<file path="src/rtl/ep2t_pkg.sv">
// ----------------------------------------------------------------------------
// ep2t_pkg
// Shared types and constants for the pose-to-transform pipeline.
// ----------------------------------------------------------------------------
package ep2t_pkg;

	localparam int XW = 34;
	localparam int ZW = 33;
	localparam int TW = 32;
	localparam int AW = 16;
	localparam int QW = 16;
	localparam int ATAN_ENTRIES = 24;
	localparam logic signed [XW-1:0] CORDIC_GAIN_Q30 = 34'sd652032874;

	typedef struct packed {
		logic signed [XW-1:0] x;
		logic signed [XW-1:0] y;
		logic signed [ZW-1:0] z;
		logic                 flip;
	} lane_t;

	typedef struct packed {
		lane_t [2:0]           lane;
		logic  [2:0][TW-1:0]   trans;
	} cordic_t;

	function automatic logic [31:0] atan_entry(input int idx);
		logic [31:0] r;
		case (idx)
			0:  r = 32'd536870912;
			1:  r = 32'd316933406;
			2:  r = 32'd167458907;
			3:  r = 32'd85004756;
			4:  r = 32'd42667331;
			5:  r = 32'd21354465;
			6:  r = 32'd10680862;
			7:  r = 32'd5340757;
			8:  r = 32'd2670675;
			9:  r = 32'd1335343;
			10: r = 32'd667544;
			11: r = 32'd333772;
			12: r = 32'd166886;
			13: r = 32'd83443;
			14: r = 32'd41722;
			15: r = 32'd20861;
			16: r = 32'd10430;
			17: r = 32'd5215;
			18: r = 32'd2608;
			19: r = 32'd1304;
			20: r = 32'd652;
			21: r = 32'd326;
			22: r = 32'd163;
			23: r = 32'd81;
			default: r = 32'd0;
		endcase
		return r;
	endfunction

endpackage

</file>
<file path="src/rtl/ep2t_cordic_cell.sv">
// ----------------------------------------------------------------------------
// ep2t_cordic_cell
// One CORDIC micro-rotation for all three angles, with its own pipeline slot.
// ----------------------------------------------------------------------------
module ep2t_cordic_cell #(
	parameter int SHIFT = 0
) (
	input  logic              clk,
	input  logic              arst_n,
	input  logic              in_valid,
	output logic              in_ready,
	input  ep2t_pkg::cordic_t in_data,
	output logic              out_valid,
	input  logic              out_ready,
	output ep2t_pkg::cordic_t out_data
);
	import ep2t_pkg::*;

	localparam logic signed [ZW-1:0] ATAN = ZW'(atan_entry(SHIFT));

	logic    valid_q;
	cordic_t data_q;
	cordic_t next_data;

	always_comb begin
		next_data = in_data;
		for (int k = 0; k < 3; k++) begin
			if (!in_data.lane[k].z[ZW-1]) begin
				next_data.lane[k].x = in_data.lane[k].x - (in_data.lane[k].y >>> SHIFT);
				next_data.lane[k].y = in_data.lane[k].y + (in_data.lane[k].x >>> SHIFT);
				next_data.lane[k].z = in_data.lane[k].z - ATAN;
			end else begin
				next_data.lane[k].x = in_data.lane[k].x + (in_data.lane[k].y >>> SHIFT);
				next_data.lane[k].y = in_data.lane[k].y - (in_data.lane[k].x >>> SHIFT);
				next_data.lane[k].z = in_data.lane[k].z + ATAN;
			end
		end
	end

	assign in_ready  = !valid_q || out_ready;
	assign out_valid = valid_q;
	assign out_data  = data_q;

	always_ff @(posedge clk or negedge arst_n) begin
		if (!arst_n) begin
			valid_q <= 1'b0;
		end else if (in_ready) begin
			valid_q <= in_valid;
		end
	end

	always_ff @(posedge clk) begin
		if (in_ready && in_valid) begin
			data_q <= next_data;
		end
	end

endmodule

</file>
<file path="config.mk">
export PLATFORM = sky130hd
export DESIGN_NAME = ep2t_cordic_cell
export DESIGN_NICKNAME = d
export VERILOG_FILES = /design/src/rtl/ep2t_pkg.sv /design/src/rtl/ep2t_cordic_cell.sv
export SDC_FILE = /design/constraint.sdc
export NUM_CORES = 1
export LEC_CHECK = 0
export BUFFER_PORTS_ARGS = -buffer_cell sky130_fd_sc_hd__buf_2
export CAP_MARGIN = 20
export CORE_AREA = 3 3 311 313
export DETAILED_ROUTE_END_ITERATION = 7
export DIE_AREA = 0 0 314 316
export PLACE_DENSITY = 0.62
export SLEW_MARGIN = 20
export SYNTH_ARGS = -nofsm -noshare
export SYNTH_HDL_FRONTEND = slang
export SYNTH_SLANG_ARGS = --single-unit
</file>
<file path="constraint.sdc">
create_clock -name clk -period 12.2 [get_ports clk]
set_input_delay 1.22 -clock clk [delete_from_list [all_inputs] [get_ports clk]]
set_output_delay 1.22 -clock clk [all_outputs]
set_load 0.01 [all_outputs]
</file>
==> results.sh, run 1 <==
export IMPL_rows=113
export IMPL_synth_area_um2=29300
export IMPL_die_y_um=316
export IMPL_clock_skew_ns=0.0198
export IMPL_met1_length_um=49800
export IMPL_async_reset_ff_share_pct=0.250
export IMPL_slowest_stage="o31ai_1"
export IMPL_finalSetupViolCount=0
export IMPL_post_cts_resized=0
export IMPL_worst_pin_slew_ns=1.06
export IMPL_cp_start_kind="input pin"
export IMPL_cts_sinks=400
export IMPL_final_cell_mix="809 x buf_2, 399 x edfxtp_1, 362 x a21oi_1, 303 x ha_1, 299 x inv_1"
export IMPL_hpwl_um=94300
export IMPL_cp_max_fo=11
export IMPL_routedWlPerCell_um=22.9
export IMPL_routed_wl_um=117000
export IMPL_post_cts_repair_setup_buffers=0
export IMPL_peakVddDrop_mv=0.101
export IMPL_finalCritPeriodShare_pct=35.5
export IMPL_top_layer_used="met5"
export IMPL_postCtsHoldBufs=0
export IMPL_ys_top_cells_by_area="edfxtp_1 41%, ha_1 13%, a21oi_1 6.2%, xnor2_1 4.9%, inv_1 3.8%"
export IMPL_critical_path_class="input pin to flop"
export IMPL_leakagePower_nw=15.8
export IMPL_final_common_cell="buf_2"
export IMPL_finalCriticalPeriod_ns=4.34
export IMPL_relSlewSlack_pct=28.5
export IMPL_synth_nets=3784
export IMPL_grt_pass1_wl_um=168000
export IMPL_yosys_warnings=0
export IMPL_insertion_delay_ns=0.62
export IMPL_io_buffers=809
export IMPL_drv_cap=0
export IMPL_rsz0062_at_grt="no"
export IMPL_ys_types=89
export IMPL_first_pass_iters=5
export IMPL_antenna_found_initial=22
export IMPL_synth_cells=3063
export IMPL_synth_top_area_share_pct=40.9
export IMPL_numCtsBuffers=48
export IMPL_critPathTopFamily="compound AO/OA/AOI/OAI gates"
export IMPL_dieWidth_um=314
export IMPL_synth_ff_type="edfxtp_1"
export IMPL_route_met2_wl_um=53000
export IMPL_die_area_um2=99200
export IMPL_cp_buffers_inverters=2
export IMPL_clock_root_buffer="clkbuf_16"
export IMPL_min_path_type="input pin to asynchronous set/reset pin"
export IMPL_drc=0
export IMPL_wl_met3_um=10000
export IMPL_htreeDepth=2
export IMPL_initial_utilization_pct=31.0
export IMPL_core_area_um2=94600
export IMPL_via_count=27000
export IMPL_grt_max_degree=139
export IMPL_cp_cell_sequence="buf_2 -> inv_1 -> ha_1 -> or4_1 -> a21oi_2 -> o41ai_4 -> o31ai_1 -> a31o_2 -> a211o_1 -> a21oi_1 -> o211ai_1 -> xnor2_1"
export IMPL_drt_iter0_drc=2905
export IMPL_ant_nets=0
export IMPL_fin_nets=4516
export IMPL_avgSynthCellArea_um2=9.56
export IMPL_worstSetupEndpointType="flop"
export IMPL_cts_tree="built"
export IMPL_track_usage_pct=22.4
export IMPL_finalHoldViolCount=0
export IMPL_yosys_area_top_type="edfxtp_1"
export IMPL_tns_ns=0
export IMPL_cts_max_path_buffers=3
export IMPL_drive_gt1_share_pct=24.5
export IMPL_first_global_vias=25500
export IMPL_synth_edf_count=399
export IMPL_ys_seq_elements=400
export IMPL_vias_per_cell=5.29
export IMPL_p_total_mw=4.52
export IMPL_outcome="finished, final reports clean"
export IMPL_yosysSeqAreaShare_pct=41.0
export IMPL_io_pin_count=810
export IMPL_syn2layout_area_growth_pct=23.2
export IMPL_gp_congestion=0.963
export IMPL_clkTransAtPathRegs_ns=0.06
export IMPL_crit_arrival_ns=4.70
export IMPL_crit_required_ns=12.56
export IMPL_cellPowerDensity_nw_per_um2=125
export IMPL_drv_slew=0
export IMPL_max_freq_mhz=231
export IMPL_max_stage_delay_ns=0.87
export IMPL_grt_overflow=0
[through the flow]
stage	instance area, µm²	setup slack (ns)	util, %	hold slack (ns)	std cells
finish	36100	7.86	38.1	0.354	5109
global placement	34500	7.28	36.4	0.695	5010
global route	36100	7.68	38.1	0.308	5105
CTS	36100	8.01	38.1	0.294	5097
detailed placement	34500	7.33	36.4	0.726	5010
floorplan	29300	0.909	-	0.622	3063
[per-layer routing]
metal	vias to the layer above	global-route usage [%]
met1	13000	30.1
met5	-	0
met3	214	4.88
met2	1380	35.9
met4	14	7.45
li1	12500	-
[area by class of cell]
type | count | area [µm²]
sequential | 400 | 12000
antenna | 12 | 30.0
fill | 9611 | 58500
multi-input combinational | 2205 | 15500
inverter | 321 | 1200
timing repair buffer | 819 | 4150
clock inverter | 31 | 362
tap | 1265 | 1580
clock buffer | 56 | 1230
[kinds of logic (layout without fill, tap and decap cells)]
logic type	after synthesis	count (layout)	synth area share, %
AO/OA/AOI/OAI	989	989	21.3
XOR/XNOR	196	196	5.86
adder cells (fa/ha/maj)	315	315	13.8
buffers and inverters	458	1227	6.06
flip-flops	400	400	41.0
multiplexers	38	38	1.30
other	0	12	0
AND/OR/NAND/NOR	667	667	10.7
[synthesized netlist by cell type, drive strengths merged, types with 15 or more instances]
master,count
clkbuf,95
o31ai,35
o21a,17
o21ai,208
inv,304
a221oi,15
o211ai,17
nor3,66
nor4,24
nor2,230
nand2,144
nand4,20
clkinv,17
xor2,31
a21oi,364
mux2i,38
a211oi,31
nand2b,31
ha,303
a21o,60
o21bai,91
buf,42
nor2b,35
xnor2,165
edfxtp,399
nand3,42
or2,15
a31oi,29
[flip-flops by register name, indices dropped and copies added (netlist names)]
signal     flops
out_data     399
out_valid      1
[final timing paths]
path	start	depth (start not counted)	slack, ns	end
max in group asynchronous	arst_n	1	11.76	out_valid$_DFFE_PN0N_
worst min-delay path	arst_n	1	0.35	out_valid$_DFFE_PN0N_
worst max-delay path	in_data[138]	12	7.86	out_data[197]$_DFFE_PP_
worst max register to register	out_valid$_DFFE_PN0N_	3	9.58	out_data[291]$_DFFE_PP_
min in group clk	out_valid$_DFFE_PN0N_	2	0.76	out_valid$_DFFE_PN0N_
worst min register to register	out_valid$_DFFE_PN0N_	2	0.76	out_valid$_DFFE_PN0N_
[where the power goes]
part	total (mW)	switching [mW]	leakage (nW)	internal, mW
sequential	1.73	0.0413	3.81	1.69
combinational	1.31	0.841	11.2	0.468
clock	1.48	0.637	0.787	0.842
total	4.52	1.52	15.8	3.00
(Power assumes the default switching activity.)
==> run 2: changes to the inputs <==
Settings changed: ABC_AREA from default to 1, CORE_AREA 3 3 311 313 to 3 3 314 316, DIE_AREA 0 0 314 316 to 0 0 317 319, PLACE_DENSITY 0.62 to 0.68.
Clock period 12.2 ns to 3.8 ns, I/O delays scaled along.
==> run 2 against run 1 <==
Net effect:
- hold slack got worse by 0.30 ns
- critical path depth decreased by 1
- highest routed layer unchanged
- final area increased by 17%
- sequential cell count unchanged
- largest cell class unchanged
- first-iteration DRC count increased by 26%
- sequential share of layout area decreased by 4.8 points
- combinational power increased to 3.8 times the previous value
- non-clock buffer count increased by 200
- count of clock-buffer cells in the layout increased by 8
- synthesized cell count increased by 50%
- critical path type unchanged
- global-route usage increased by 5.5 points
- routed wire length increased by 26%
==> results.sh, run 2 <==
export IMPL_clock_skew_ns=0.0329
export IMPL_yosysSeqAreaShare_pct=35.7
export IMPL_yosys_area_share_xor_xnor_pct=2.14
export IMPL_avgSynthCellArea_um2=7.34
export IMPL_fin_util_pct=43.9
export IMPL_synth_edf_count=399
export IMPL_die_area_um2=101000
export IMPL_cts_tree="built"
export IMPL_min_path_type="input pin to flop"
export IMPL_crit_required_ns=4.14
export IMPL_syn2layout_area_growth_pct=25.6
export IMPL_finalCritPeriodShare_pct=63.2
export IMPL_synth_ff_type="edfxtp_1"
export IMPL_fin_nets=6245
export IMPL_cp_start_kind="input pin"
export IMPL_yosys_warnings=0
export IMPL_ys_top_cells_by_count="1189 x nand2_1, 601 x inv_1, 440 x nand3_1"
export IMPL_io_buffers=809
export IMPL_post_cts_resized=0
export IMPL_grt_pass1_wl_um=213000
export IMPL_synthMuxAreaShare_pct=0.0893
export IMPL_gp_congestion=1.07
export IMPL_routed_wl_um=147000
export IMPL_relSlewSlack_pct=37.1
export IMPL_finalSetupViolCount=0
export IMPL_insertion_delay_ns=0.64
export IMPL_yosys_area_share_simple_pct=27.4
export IMPL_synth_compound_area_share_pct=13.5
export IMPL_clock_root_buffer="clkbuf_16"
export IMPL_yosys_area_top_type="edfxtp_1"
export IMPL_final_area_um2=42200
export IMPL_synth_nets=5303
export IMPL_preCtsSetupSlack_ns=0.838
export IMPL_final_cell_mix="1189 x nand2_1, 809 x buf_2, 600 x inv_1, 440 x nand3_1, 428 x nor2_1"
export IMPL_slowest_stage="o21ai_0"
export IMPL_ys_top_cells_by_area="edfxtp_1 36%, nand2_1 13%, ha_1 11%, inv_1 6.7%, nand3_1 6.6%"
export IMPL_p_total_mw=15.1
export IMPL_async_reset_ff_share_pct=0.250
export IMPL_ys_seq_elements=400
export IMPL_dieWidth_um=317
export IMPL_critical_path_class="input pin to flop"
export IMPL_drv_slew=0
export IMPL_first_global_vias=34200
export IMPL_dp_cells=6561
export IMPL_max_freq_mhz=417
export IMPL_vias_per_cell=5.21
export IMPL_via_count=35700
export IMPL_peakVddDrop_mv=0.324
export IMPL_layoutNonFillerInstCount=6857
export IMPL_hpwl_um=121000
export IMPL_outcome="finished, final reports clean"
export IMPL_die_y_um=319
export IMPL_numCtsBuffers=49
export IMPL_drt_iter0_drc=3667
export IMPL_htreeDepth=2
export IMPL_drc=0
export IMPL_synth_cells=4582
export IMPL_cp_max_fo=5
export IMPL_grt_max_degree=138
export IMPL_cts_max_path_buffers=3
export IMPL_drive_gt1_share_pct=17.9
export IMPL_finalHoldViolCount=0
export IMPL_crit_top_cell="nand2_1"
export IMPL_synth_top_area_share_pct=35.6
export IMPL_grt_overflow=0
export IMPL_cts_sinks=400
export IMPL_crit_arrival_ns=2.74
export IMPL_ys_types=49
export IMPL_largest_reg_flops=399
export IMPL_tns_ns=0
export IMPL_io_pin_count=810
export IMPL_hold_slack_ns=0.0510
export IMPL_drv_cap=0
export IMPL_core_area_um2=96300
export IMPL_synthAdderAreaFrac_pct=12.0
export IMPL_cellPowerDensity_nw_per_um2=358
export IMPL_worst_pin_slew_ns=0.944
export IMPL_worstSetupEndpointType="flop"
export IMPL_rsz0062_at_grt="no"
export IMPL_finalCriticalPeriod_ns=2.40
export IMPL_synth_area_um2=33600
export IMPL_synth_most_common_cell="nand2_1"
export IMPL_track_usage_pct=27.9
export IMPL_clkTransAtPathRegs_ns=0.06
export IMPL_routedWlPerCell_um=21.5
export IMPL_rows=114
export IMPL_ant_nets=0
export IMPL_leakagePower_nw=20.5
export IMPL_final_common_cell="nand2_1"
export IMPL_first_pass_iters=6
export IMPL_setup_ws_ns=1.40
export IMPL_initial_utilization_pct=34.9
export IMPL_postPlaceCellArea_um2=38700
export IMPL_max_stage_delay_ns=0.56
export IMPL_antenna_found_initial=31
export IMPL_cp_cell_sequence="buf_2 -> ha_1 -> fa_1 -> nand2_1 -> nor2_1 -> nor2_1 -> inv_1 -> nand2_1 -> nand2_1 -> xor2_1 -> o21ai_0"
export IMPL_synth_top_family_by_area="simple AND/OR/NAND/NOR gates"
==> run 2: changes by cell type in the layout (fill, tap and decap cells not counted), moves of 57 or more <==
| cell | previous run | this run |
|---|---|---|
| o21ai_0 | 197 | 254 |
| dlygate4sd3_1 | 0 | 188 |
| nand3_1 | 42 | 440 |
| xnor2_1 | 165 | 3 |
| nand2_1 | 144 | 1189 |
| inv_1 | 299 | 600 |
| o21bai_1 | 90 | 30 |
| nor2_1 | 230 | 428 |
==> run 2: logic make-up after synthesis <==
kind of cell | Yosys count
muxes | 3
and+or+nand+nor | 2201
xor gates and xnor gates | 82
AOI/OAI and AO/OA | 833
adders and majority gates | 315
buffers and inverters | 748
DFF | 400
==> run 2: critical path: cells and delay by family <==
family	cells	cell delay, ns
adders and majority gates	2	0.74
and+or+nand+nor	5	0.64
AOI/OAI and AO/OA	1	0.56
buffers and inverters	2	0.22
xor gates and xnor gates	1	0.19
==> run 2: path summary, 6_finish.rpt <==
| check | start | end | slack [ns] | cells past startpoint |
|---|---|---|---|---|
| setup / recovery | in_data[130] | out_data[142]$_DFFE_PP_ | 1.40 | 11 |
| hold / removal | in_data[330] | out_data[330]$_DFFE_PP_ | 0.05 | 2 |
| setup reg to reg | out_valid$_DFFE_PN0N_ | out_data[198]$_DFFE_PP_ | 1.86 | 3 |
| hold reg to reg | out_valid$_DFFE_PN0N_ | out_valid$_DFFE_PN0N_ | 0.60 | 2 |
| max in group asynchronous | arst_n | out_valid$_DFFE_PN0N_ | 3.62 | 2 |
| min in group asynchronous | arst_n | out_valid$_DFFE_PN0N_ | 0.09 | 2 |
==> run 2: where the power goes <==
part           switching, mW  internal [mW]  leakage, nW
clock network           2.03           2.61        0.749
registers              0.143           5.35         3.82
logic                   3.38           1.61         15.9
==> run 2: final cells by class <==
type	count	area [µm²]
antenna	21	52.6
clock buffer	64	1320
inverter	620	2330
timing repair buffer	1019	6150
fill	9877	54100
clock inverter	23	239
tap	1276	1600
sequential	400	12000
multi-input combinational	3434	18500
==> run 2: timing repair <==
action,CTS,global route
setup buffers,0,0
hold endpoints to repair,188,0
hold buffers,188,0
==> run 2: routing by layer <==
metal	vias up	wire, µm	GRT usage [%]
li1	17100	-	-
met1	16800	61400	36.4
met2	1587	67500	45.3
met3	272	12400	5.94
met4	12	5720	10.5
met5	-	81	0
